$ cat src/cpr_pkg.sv
// ----------------------------------------------------------------------------
// cpr_pkg
// Types, constants and the CRC-16/MODBUS byte update for the packet receiver.
// ----------------------------------------------------------------------------
`default_nettype none

package cpr_pkg;

   localparam logic [7:0]  HEADER_BYTE   = 8'hAA;
   localparam logic [15:0] CHECK_INIT    = 16'hFFFF;
   localparam logic [15:0] CHECK_POLY    = 16'hA001;
   localparam logic [15:0] SENSOR_RESET  = 16'd100;
   localparam logic [15:0] DISPLAY_RESET = 16'd5000;
   localparam logic [7:0]  CMD_SENSOR    = 8'd1;
   localparam logic [7:0]  CMD_DISPLAY   = 8'd2;

   typedef enum logic [2:0] {
      POS_HUNT,
      POS_CMD,
      POS_VAL_LO,
      POS_VAL_HI,
      POS_CHK_LO,
      POS_CHK_HI
   } pos_type;

   typedef enum logic [1:0] {
      KIND_NONE,
      KIND_SENSOR,
      KIND_DISPLAY
   } kind_type;

   typedef struct packed {
      logic [7:0]  packet_cmd;
      logic [15:0] packet_value;
      logic        crc_ok;
      logic [15:0] received_check;
      logic [15:0] computed_check;
      kind_type    update_kind;
      logic [15:0] sensor_period_now;
      logic [15:0] display_period_now;
   } result_type;

   // Bitwise reflected CRC update for one byte, eight shift steps.
   function automatic logic [15:0] crc_update(input logic [15:0] crc, input logic [7:0] b);
      logic [15:0] c;
      c = crc ^ {8'h00, b};
      for (int k = 0; k < 8; k++) begin
         c = c[0] ? ((c >> 1) ^ CHECK_POLY) : (c >> 1);
      end
      return c;
   endfunction

endpackage

`default_nettype wire

$ cat src/cpr_frame.sv
// ----------------------------------------------------------------------------
// cpr_frame
// Header hunt, byte collection, running CRC and period registers.
// ----------------------------------------------------------------------------
`default_nettype none

module cpr_frame (
   input  wire logic                 clock,
   input  wire logic                 reset,
   input  wire logic                 accept,
   input  wire logic [7:0]           rx_byte,
   output logic                      at_last,
   output logic                      emit,
   output cpr_pkg::result_type       result
);

   cpr_pkg::pos_type pos_ff, pos_in;
   logic [15:0] crc_ff, crc_in;
   logic [7:0]  cmd_ff, cmd_in;
   logic [15:0] value_ff, value_in;
   logic [7:0]  chk_lo_ff, chk_lo_in;
   logic [15:0] sensor_ff, sensor_in;
   logic [15:0] display_ff, display_in;

   logic [15:0] crc_next;
   logic [15:0] rx_check;
   logic        ok;

   always_ff @(posedge clock) begin
      if (reset) begin
         pos_ff     <= cpr_pkg::POS_HUNT;
         crc_ff     <= cpr_pkg::CHECK_INIT;
         cmd_ff     <= '0;
         value_ff   <= '0;
         chk_lo_ff  <= '0;
         sensor_ff  <= cpr_pkg::SENSOR_RESET;
         display_ff <= cpr_pkg::DISPLAY_RESET;
      end else if (accept) begin
         pos_ff     <= pos_in;
         crc_ff     <= crc_in;
         cmd_ff     <= cmd_in;
         value_ff   <= value_in;
         chk_lo_ff  <= chk_lo_in;
         sensor_ff  <= sensor_in;
         display_ff <= display_in;
      end
   end

   assign at_last  = (pos_ff == cpr_pkg::POS_CHK_HI);
   assign crc_next = cpr_pkg::crc_update(
      (pos_ff == cpr_pkg::POS_HUNT) ? cpr_pkg::CHECK_INIT : crc_ff, rx_byte);
   assign rx_check = {rx_byte, chk_lo_ff};
   assign ok       = (rx_check == crc_ff);

   always_comb begin
      pos_in     = pos_ff;
      crc_in     = crc_ff;
      cmd_in     = cmd_ff;
      value_in   = value_ff;
      chk_lo_in  = chk_lo_ff;
      sensor_in  = sensor_ff;
      display_in = display_ff;
      emit       = 1'b0;
      result.packet_cmd     = cmd_ff;
      result.packet_value   = value_ff;
      result.crc_ok         = ok;
      result.received_check = rx_check;
      result.computed_check = crc_ff;
      result.update_kind    = cpr_pkg::KIND_NONE;
      case (pos_ff)
         cpr_pkg::POS_HUNT: begin
            if (rx_byte == cpr_pkg::HEADER_BYTE) begin
               crc_in = crc_next;
               pos_in = cpr_pkg::POS_CMD;
            end else begin
               crc_in = cpr_pkg::CHECK_INIT;
            end
         end
         cpr_pkg::POS_CMD: begin
            cmd_in = rx_byte;
            crc_in = crc_next;
            pos_in = cpr_pkg::POS_VAL_LO;
         end
         cpr_pkg::POS_VAL_LO: begin
            value_in = {8'h00, rx_byte};
            crc_in   = crc_next;
            pos_in   = cpr_pkg::POS_VAL_HI;
         end
         cpr_pkg::POS_VAL_HI: begin
            value_in = {rx_byte, value_ff[7:0]};
            crc_in   = crc_next;
            pos_in   = cpr_pkg::POS_CHK_LO;
         end
         cpr_pkg::POS_CHK_LO: begin
            chk_lo_in = rx_byte;
            pos_in    = cpr_pkg::POS_CHK_HI;
         end
         cpr_pkg::POS_CHK_HI: begin
            emit   = accept;
            pos_in = cpr_pkg::POS_HUNT;
            crc_in = cpr_pkg::CHECK_INIT;
            if (ok && cmd_ff == cpr_pkg::CMD_SENSOR) begin
               sensor_in          = value_ff;
               result.update_kind = cpr_pkg::KIND_SENSOR;
            end else if (ok && cmd_ff == cpr_pkg::CMD_DISPLAY) begin
               display_in         = value_ff;
               result.update_kind = cpr_pkg::KIND_DISPLAY;
            end
         end
         default: begin
            pos_in = cpr_pkg::POS_HUNT;
            crc_in = cpr_pkg::CHECK_INIT;
         end
      endcase
      result.sensor_period_now  = sensor_in;
      result.display_period_now = display_in;
   end

endmodule

`default_nettype wire

$ cat src/cpr_out.sv
// ----------------------------------------------------------------------------
// cpr_out
// Result register with valid/stall handshake toward the consumer.
// ----------------------------------------------------------------------------
`default_nettype none

module cpr_out (
   input  wire logic                 clock,
   input  wire logic                 reset,
   input  wire logic                 load,
   input  wire cpr_pkg::result_type  result_in,
   input  wire logic                 rsp_stall,
   output logic                      rsp_valid,
   output logic                      busy,
   output cpr_pkg::result_type       result_out
);

   logic                valid_ff;
   cpr_pkg::result_type data_ff;

   always_ff @(posedge clock) begin
      if (reset) begin
         valid_ff <= 1'b0;
      end else if (load) begin
         valid_ff <= 1'b1;
      end else if (!rsp_stall) begin
         valid_ff <= 1'b0;
      end
   end

   always_ff @(posedge clock) begin
      if (load) begin
         data_ff <= result_in;
      end
   end

   assign rsp_valid  = valid_ff;
   assign busy       = valid_ff && rsp_stall;
   assign result_out = data_ff;

endmodule

`default_nettype wire

$ cat src/crc16_packet_receiver.sv
// ----------------------------------------------------------------------------
// crc16_packet_receiver
// Framed packet receiver with CRC-16/MODBUS check and period update.
// ----------------------------------------------------------------------------
// Takes one received byte per clock. Bytes are dropped until the 0xAA header;
// then command, value (little-endian) and check (little-endian) follow, and
// the sixth byte yields one result word, registered and shown on the cycle
// after that byte is taken. A good packet with command 1 or 2 loads the
// sensor or display period. Throughput is one byte per cycle, set by the
// single-byte CRC network that feeds back into the frame CRC register; the
// only hold-off is on a packet's last byte while the previous result word
// still sits stalled in the result register.
`default_nettype none

module crc16_packet_receiver (
   input  wire logic        clock,
   input  wire logic        reset,
   input  wire logic        req_valid,
   output logic             req_stall,
   input  wire logic [7:0]  req_rx_byte,
   output logic             rsp_valid,
   input  wire logic        rsp_stall,
   output logic [7:0]       rsp_packet_cmd,
   output logic [15:0]      rsp_packet_value,
   output logic             rsp_crc_ok,
   output logic [15:0]      rsp_received_check,
   output logic [15:0]      rsp_computed_check,
   output logic [1:0]       rsp_update_kind,
   output logic [15:0]      rsp_sensor_period_now,
   output logic [15:0]      rsp_display_period_now
);

   logic                accept;
   logic                at_last;
   logic                emit;
   logic                busy;
   cpr_pkg::result_type result;
   cpr_pkg::result_type result_q;

   assign req_stall = at_last && busy;
   assign accept    = req_valid && !req_stall;

   cpr_frame u_frame (
      .clock   (clock),
      .reset   (reset),
      .accept  (accept),
      .rx_byte (req_rx_byte),
      .at_last (at_last),
      .emit    (emit),
      .result  (result)
   );

   cpr_out u_out (
      .clock      (clock),
      .reset      (reset),
      .load       (emit),
      .result_in  (result),
      .rsp_stall  (rsp_stall),
      .rsp_valid  (rsp_valid),
      .busy       (busy),
      .result_out (result_q)
   );

   assign rsp_packet_cmd         = result_q.packet_cmd;
   assign rsp_packet_value       = result_q.packet_value;
   assign rsp_crc_ok             = result_q.crc_ok;
   assign rsp_received_check     = result_q.received_check;
   assign rsp_computed_check     = result_q.computed_check;
   assign rsp_update_kind        = result_q.update_kind;
   assign rsp_sensor_period_now  = result_q.sensor_period_now;
   assign rsp_display_period_now = result_q.display_period_now;

endmodule

`default_nettype wire

$ cat config.mk
export PLATFORM = sky130hd
export DESIGN_NAME = crc16_packet_receiver
export DESIGN_NICKNAME = d
export VERILOG_FILES = /design/src/cpr_pkg.sv /design/src/cpr_frame.sv /design/src/cpr_out.sv /design/src/crc16_packet_receiver.sv
export SDC_FILE = /design/constraint.sdc
export NUM_CORES = 1
export LEC_CHECK = 0
export BUFFER_PORTS_ARGS = -buffer_cell sky130_fd_sc_hd__clkbuf_2
export CORE_MARGIN = 2
export CORE_UTILIZATION = 23
export DETAILED_ROUTE_END_ITERATION = 8
export PLACE_DENSITY = 0.48
export SLEW_MARGIN = 40
export SYNTH_ARGS = -nofsm -noshare
export SYNTH_HDL_FRONTEND = slang
export SYNTH_SLANG_ARGS = --single-unit
$ cat constraint.sdc
create_clock -name clock -period 7.05 [get_ports clock]
set_clock_uncertainty 0.05 [all_clocks]
set_input_delay 1.0575 -clock clock [delete_from_list [all_inputs] [get_ports clock]]
set_output_delay 1.0575 -clock clock [all_outputs]
set_load 0.02 [all_outputs]
==> reports/qor.csv, run 1 <==
metric;value;unit
hold_viol_final;0;
clock_sinks;175;
vdd_drop_max;165;uV
grt_pass1_vias;4268;
root_buffer;clkbuf_16;
holdPathStages;0;
clock_tree.buffer_depth;2;
ys_types;42;
grt_pass1_wl;26.2;mm
fin_util;0.287;
syn_nets;558;
start_util;0.233;
post-route-drc-count;0;
mostFrequentLayoutCell;clkbuf_2;
grt_max_degree;87;
r2r_slack;4190;ps
synth_seq_cells;175;
slowest_stage;nor2_4;
critPathRequiredTime;7190;ps
die_height;177;um
worstPathCellList;clkbuf_2 -> xor2_1 -> nor4_1 -> nand4_2 -> nor2_4 -> mux2_2;
seq_power_share;0.507;
hold_end;u_out.result_out[89];
coreArea;29600;um^2
cts-hold-fix-buffers;0;
fillers;3099;
cts.clk_slew.worst_paths;80;ps
cts.repair.resized;0;
overflow;0;
num_io_pins;105;
synth_edf_count;91;
yosysSeqAreaShare;0.639;
async_flop_share;0;
drt_first_pass_iters;6;
hp-class;flip-flop to flip-flop;
max_freq;298;MHz
power_density;246;nW/um^2
regToRegEndpoint;u_out.result_out[2];
grt_usage;0.112;
stdcell_count;1046;
cts_tree;yes;
layout_common_cells;clkbuf_2 (104), edfxtp_1 (91), dfxtp_1 (84);
diodes;0;
antenna_found_initial;1;
num_rows;63;
cp_max_fo;16;
dieArea;31400;um^2
clockPowerShare;0.466;
ff2ff_path_depth;5;
clock_latency;440;ps
crit_type;primary input to flip-flop;
synthesis.area_per_instance;12.6;um^2
min_from;u_frame.cmd_ff[6];
fin_tns_setup;0;ps
synthToLayoutAreaGrowth;23.4;%
port_buffers;104;
swShare;0.248;
via_per_inst;4.19;
worstMarginPinSlew;778;ps
status;finished clean;
finalSetupViolCount;0;
total_power;0.00209;W
cts_max_level;4;
first_iter_violations;369;
dp_cells;1014;
worstPathArrival;3500;ps
rsz0062_at_grt;false;
critPathCaptureType;flip-flop;
p_comb_frac;0.027;
max-slew-margin-rel;0.481;
maxCapViolCount;0;
worstReg2RegStart;u_frame.crc_ff[6];
die_w;177;um
fin_crit_sh;0.476;
cts_setup_buffers;0;
intPower;0.00157;W
cts_buffers;17;
total_leakage_power;2.94;nW
syn_inst;546;
drive_gt1_frac;0.290;
gp_congestion;0.737;
wl_per_cell;16.3;um
detailedPlacementHpwl;11.6;mm
via_count;4384;
crit_path_start;req_rx_byte[1];
critical-path-top-delay-family;simple AND/OR/NAND/NOR gates;
ys.flop_type;edfxtp_1;
min_period;3360;ps
switching_power;0.000519;W
critPathMaxStageDelay;580;ps
ant_nets;0;
yosysWarnings;0;
syn_area;6910;um^2
start_kind;primary input;
drv_slew;0;
postRouteWirelength;17.1;mm
path_buf_inv;1;
nets;655;
==> power by group through the flow <==
stage	Clock, W	Combinational [W]	Sequential (W)
2_1_floorplan	0	0.0000405	0.00108
3_3_place_gp	0	0.0000556	0.00108
3_5_place_dp	0	0.0000557	0.00108
4_1_cts	0.00101	0.0000561	0.00106
5_1_grt	0.00105	0.0000599	0.00106
6_report	0.000975	0.0000556	0.00106
==> stage by stage <==
stage / setup slack [ps] / hold slack [ps] / cell area (um^2)
detailed placement: 3220 / 412 / 7890
global route: 3520 / 437 / 8520
finish: 3690 / 426 / 8520
global placement: 2920 / 402 / 7780
floorplan: 1310 / 353 / 6910
CTS: 3670 / 431 / 8510
==> worst max-delay path by stage <==
| stage | to | depth (start not counted) |
|---|---|---|
| 3_5_place_dp | u_out.result_out[27] | 6 |
| 2_1_floorplan | u_out.result_out[0] | 3 |
| 4_1_cts | u_out.result_out[2] | 6 |
| 5_1_grt | u_out.result_out[2] | 6 |
| 6_report | u_out.result_out[2] | 6 |
| 3_3_place_gp | u_out.result_out[16] | 6 |
==> cell type report <==
type                    instances  area [um^2]  share of cell area
flip-flops and latches        175         4410               0.518
well taps                     390          488              0.0573
inverters                       2         7.51            0.000881
clock buffers                  17          425              0.0499
repair buffers                113          631              0.0740
clock inverters                15          196              0.0231
multi-input cells             334         2360               0.277
==> cell families after synthesis <==
kind of cell | Yosys count | share of synthesized area
AOI/OAI and AO/OA | 58 | 0.0515
xor gates and xnor gates | 48 | 0.0681
muxes | 65 | 0.100
and+or+nand+nor | 163 | 0.115
buffers and inverters | 37 | 0.0259
DFF | 175 | 0.639
==> layer usage <==
layer  global-route usage  routed length (um)  vias up
met4               0.0342                 149        2
met5                    0                  13        -
met1                0.156                8260     2142
li1                     -                   -     2119
met2                0.163                7470      106
met3               0.0391                1200       15
==> registers in the layout, summed over array words and instances (netlist names) <==
register            flops
u_frame.chk_lo_ff       8
u_frame.cmd_ff          8
u_frame.crc_ff         16
u_frame.display_ff     16
u_frame.pos_ff          3
u_frame.sensor_ff      16
u_frame.value_ff       16
u_out.result_out       91
u_out.rsp_valid         1
==> worst register-to-register path: cells and delay by family, from the launching register on <==
kind / cells / cell delay (ps)
simple gates: 3 / 1550
mux: 1 / 410
flops: 1 / 500
xor+xnor: 1 / 110
==> cells in the mapped netlist (3+ instances only) <==
cell / instances / area (um^2)
nand2_1: 47 / 176
a211o_1: 9 / 78.8
xor2_1: 20 / 175
buf_4: 3 / 22.5
nand3_1: 13 / 65.1
o22ai_1: 14 / 87.6
a21oi_1: 28 / 140
nor2b_1: 11 / 68.8
clkbuf_1: 17 / 63.8
nor4_1: 5 / 31.3
dfxtp_1: 84 / 1680
nor3_2: 3 / 30.0
mux2i_1: 32 / 320
edfxtp_1: 91 / 2730
nor2_1: 54 / 203
buf_2: 11 / 55.1
nand2b_1: 15 / 93.8
xnor2_1: 24 / 210
mux2_2: 33 / 372
No activity file was read; power rests on OpenSTA's default activity.
==> run 2, diff against run 1 <==
clock period = 3.25 ns   (was 7.05 ns; I/O delays follow)
==> reports/qor.csv, run 2 (synthesis gave the netlist of run 1 again) <==
metric;value;unit
status;finished clean;
cp_max_fo;16;
post-route-drc-count;0;
min_period;2510;ps
grt_util_met1;0.160;
overflow;0;
worstPathArrival;2640;ps
vdd_drop_max;376;uV
mostFrequentLayoutCell;clkbuf_2;
place_ws;276;ps
gp_congestion;0.747;
crit_cells;6;
rsz0062_at_grt;false;
nets;667;
cts_buffers;17;
worstPathCellList;xor2_1 -> nor4_1 -> nand4_2 -> nor2_2 -> buf_4 -> mux2_2;
max-slew-margin-rel;0.444;
crit_path_start;u_frame.crc_ff[13];
grt_use_met3;0.0331;
maxCapViolCount;0;
wl_per_cell;16.4;um
grt_pass1_vias;4257;
grt_max_degree;62;
hp-class;primary input to flip-flop;
cts_max_level;4;
clock_tree.buffer_depth;2;
power_density;532;nW/um^2
synthToLayoutAreaGrowth;24.6;%
r2r_slack;740;ps
cts.repair.resized;0;
cts-hold-fix-buffers;0;
port_buffers;104;
path_buf_inv;1;
cts.clk_slew.worst_paths;70;ps
swShare;0.241;
via_count;4361;
clock_latency;430;ps
antenna_found_initial;0;
start_kind;flip-flop;
first_iter_violations;242;
detailedPlacementHpwl;11.6;mm
die_height;177;um
drive_gt1_frac;0.301;
critPathMaxStageDelay;460;ps
drv_slew;0;
critPathCaptureType;flip-flop;
switching_power;0.00110;W
worstMarginPinSlew;830;ps
total_leakage_power;3.00;nW
holdPathStages;1;
drt_first_pass_iters;4;
cts_tree;yes;
p_comb_frac;0.028;
cts_setup_buffers;0;
grt_usage;0.113;
use_met2;0.168;
slowest_stage;nor4_1;
coreArea;29600;um^2
postRouteWirelength;17.3;mm
clock_sinks;175;
finalSetupViolCount;0;
ff2ff_path_depth;6;
hold_end;u_out.result_out[62];
intPower;0.00348;W
largest_reg_flops;91;
grt_pass1_wl;26.5;mm
critPathRequiredTime;3380;ps
layout_common_cells;clkbuf_2 (104), edfxtp_1 (91), dfxtp_1 (84);
num_io_pins;105;
fin_ws;741;ps
min_from;req_rx_byte[4];
die_w;177;um
clockPowerShare;0.469;
dieArea;31400;um^2
root_buffer;clkbuf_16;
regToRegEndpoint;u_out.result_out[2];
fin_tns_setup;0;ps
max_freq;399;MHz
seq_power_share;0.502;
ant_nets;0;
crit_type;flip-flop to flip-flop;
grt-busiest-layer;met2;
hold_viol_final;0;
fin_crit_sh;0.772;
num_rows;63;
start_util;0.233;
critical-path-top-delay-family;simple AND/OR/NAND/NOR gates;
via_per_inst;4.12;
worstReg2RegStart;u_frame.crc_ff[13];
diodes;0;
## run 2: area by class of cell
type | count | area [um^2]
multi-input cells | 334 | 2330
clock inverters | 15 | 213
fillers | 3101 | 21000
inverters | 2 | 7.51
clock buffers | 17 | 425
flip-flops and latches | 175 | 4410
well taps | 390 | 488
repair buffers | 125 | 728
## run 2: worst max path at each step
stage	to
after global placement	u_out.result_out[8]
after global routing	u_out.result_out[6]
after floorplan	u_out.result_out[0]
after CTS	u_out.result_out[13]
after detailed placement	u_out.result_out[15]
final	u_out.result_out[2]
## run 2: metal layers
layer  share of wire  routed length [um]
met1            0.50                8660
met2            0.44                7630
met3           0.051                 887
met4          0.0085                 147
met5               0                   0
## run 2: through the flow
stage	utilization	hold WS [ps]	area, um^2	std cells	power [W]
after CTS	0.290	284	8600	1058	0.00464
after floorplan	-	353	6910	546	0.00244
after global placement	0.269	396	7960	1026	0.00248
after global routing	0.290	280	8610	1058	0.00474
after detailed placement	0.269	393	7960	1026	0.00248
final	0.290	289	8610	1058	0.00458
## run 2: power by group through the flow
stage	sequential (W)	combinational (W)	clock, W
final	0.00230	0.000130	0.00215
after global routing	0.00230	0.000141	0.00229
after CTS	0.00230	0.000131	0.00220
after detailed placement	0.00235	0.000131	0
after global placement	0.00235	0.000131	0
after floorplan	0.00235	0.0000882	0
==> run 3, diff against run 2 <==
ABC_AREA = 1   (was not set)
clock period = 2.4 ns   (was 3.25 ns; I/O delays follow)
==> reports/qor.csv, run 3 <==
metric;value;unit
status;finished clean;
max-slew-margin-rel;0.581;
yosys.area_share.simple;0.181;
power_density;723;nW/um^2
cts.clk_slew.worst_paths;70;ps
antenna_found_initial;0;
detailedPlacementHpwl;13.6;mm
total_leakage_power;3.76;nW
worstPathArrival;2460;ps
port_buffers;104;
syn_nets;731;
placed_area;8270;um^2
cts_buffers;17;
nets;856;
hold_viol_final;0;
yosysTopAreaCell;edfxtp_1;
synth_most_common_cell;nand2_1;
clock_sinks;175;
fin_crit_sh;0.910;
num_io_pins;105;
start_kind;flip-flop;
drt_first_pass_iters;5;
grt_max_degree;60;
cts-hold-fix-buffers;0;
mostFrequentLayoutCell;nand2_1;
fin_tns_setup;0;ps
die_w;180;um
root_buffer;clkbuf_16;
synth_edf_count;91;
worstMarginPinSlew;629;ps
grt_pass1_wl;30.1;mm
fillers;3172;
synth_compound_area_frac;0.114;
first_iter_violations;412;
cts_max_level;4;
synth.top_cell.area_share;0.384;
critPathCaptureType;flip-flop;
fin_ws;216;ps
seqCellArea;4420;um^2
crit_type;flip-flop to flip-flop;
cts_tree;yes;
diodes;0;
synth_top_family_by_area;simple AND/OR/NAND/NOR gates;
finalSetupViolCount;0;
yosysWarnings;0;
start_util;0.233;
ant_nets;0;
drive_gt1_frac;0.291;
coreArea;30500;um^2
via_count;5335;
num_rows;64;
overflow;0;
grt_pass1_vias;4962;
postLayoutCellArea;8900;um^2
synthTopCellsByCount;nand2_1 (128), edfxtp_1 (91), nor2_1 (87);
largest_reg_flops;91;
yosysSeqAreaShare;0.621;
critPathRequiredTime;2670;ps
cp_max_fo;17;
drv_slew;0;
ys.flop_type;edfxtp_1;
wl_per_cell;15.6;um
maxCapViolCount;0;
synthXorXnorAreaFrac;0.0218;
die_height;180;um
rsz0062_at_grt;false;
hp-class;primary input to flip-flop;
synthesis.area_per_instance;9.89;um^2
yosys-top-cells-area;edfxtp_1 (38%), dfxtp_1 (24%), nand2_1 (6.8%);
via_per_inst;4.26;
dieArea;32300;um^2
grt_usage;0.122;
stdcell_count;1253;
ys_types;37;
vdd_drop_max;483;uV
async_flop_share;0;
postRouteWirelength;19.5;mm
clock_latency;430;ps
clock_tree.buffer_depth;2;
max_freq;458;MHz
multi_input_area;2290;um^2
syn_inst;719;
fin_util;0.292;
synth_fa_ha_area_frac;0;
layout_common_cells;nand2_1 (128), clkbuf_2 (104), edfxtp_1 (91);
place_ws;61.0;ps
dp_cells;1220;
gp_congestion;0.810;
min_period;2180;ps
synthMuxAreaShare;0;
synth_seq_cells;175;
synthToLayoutAreaGrowth;25.3;%
syn_area;7110;um^2
post-route-drc-count;0;
## run 3: path summary, 6_finish.rpt
path	start	cells after the start	endpoint	slack (ps)
worst max-delay path	u_frame.crc_ff[3]	13	u_frame.sensor_ff[0]	220
worst min-delay path	req_rx_byte[5]	2	u_out.result_out[63]	240
worst max register to register	u_frame.crc_ff[3]	13	u_frame.sensor_ff[0]	220
worst min register to register	u_frame.chk_lo_ff[7]	0	u_out.result_out[57]	390
## run 3: logic make-up after synthesis
group | count (synthesis)
and+or+nand+nor | 290
DFF | 175
AOI/OAI and AO/OA | 135
buffers and inverters | 103
xor gates and xnor gates | 16
## run 3: what timing repair did
action,4_1_cts,5_1_grt
setup endpoints to repair,0,4
gates resized for setup,0,2
buffers inserted,0,1
## run 3: area by class of cell
type / count / share of cell area
clock inverter: 11 / 0.0173
tap: 396 / 0.0556
clock buffer: 21 / 0.0517
multi-input combinational: 441 / 0.257
inverter: 75 / 0.0319
timing repair buffer: 134 / 0.0908
sequential: 175 / 0.496
## run 3: critical path: stages (launching register included)
cell and delay [ps]:
dfxtp_1 400, inv_2 80, nand2_1 60, nand2_1 40
nor2_1 120, o2111ai_1 200, nor4_4 310, buf_4 190
nand2_4 120, buf_12 190, nand2_2 70, o21ai_2 60
o21ai_1 120, inv_1 50
## run 3: routing by layer
metal | up-vias | track usage | part of all wire
met5 | - | 0 | 0
met3 | 20 | 0.0290 | 0.054
li1 | 2638 | - | -
met1 | 2525 | 0.173 | 0.49
met4 | 0 | 0.0387 | 0.016
met2 | 152 | 0.181 | 0.44
## run 3: metrics by stage
stage | hold slack [ps] | total power [W]
floorplan | 358 | 0.00347
global placement | 365 | 0.00358
detailed placement | 365 | 0.00359
CTS | 220 | 0.00650
global route | 234 | 0.00666
finish | 242 | 0.00643
## run 3: report_power, final
part	leakage (nW)	total [W]	switching (W)	internal, W
Sequential	1.51	0.00319	0.0000263	0.00317
Clock	0.297	0.00291	0.00121	0.00171
Combinational	1.95	0.000327	0.000211	0.000116
Total	3.76	0.00643	0.00144	0.00499
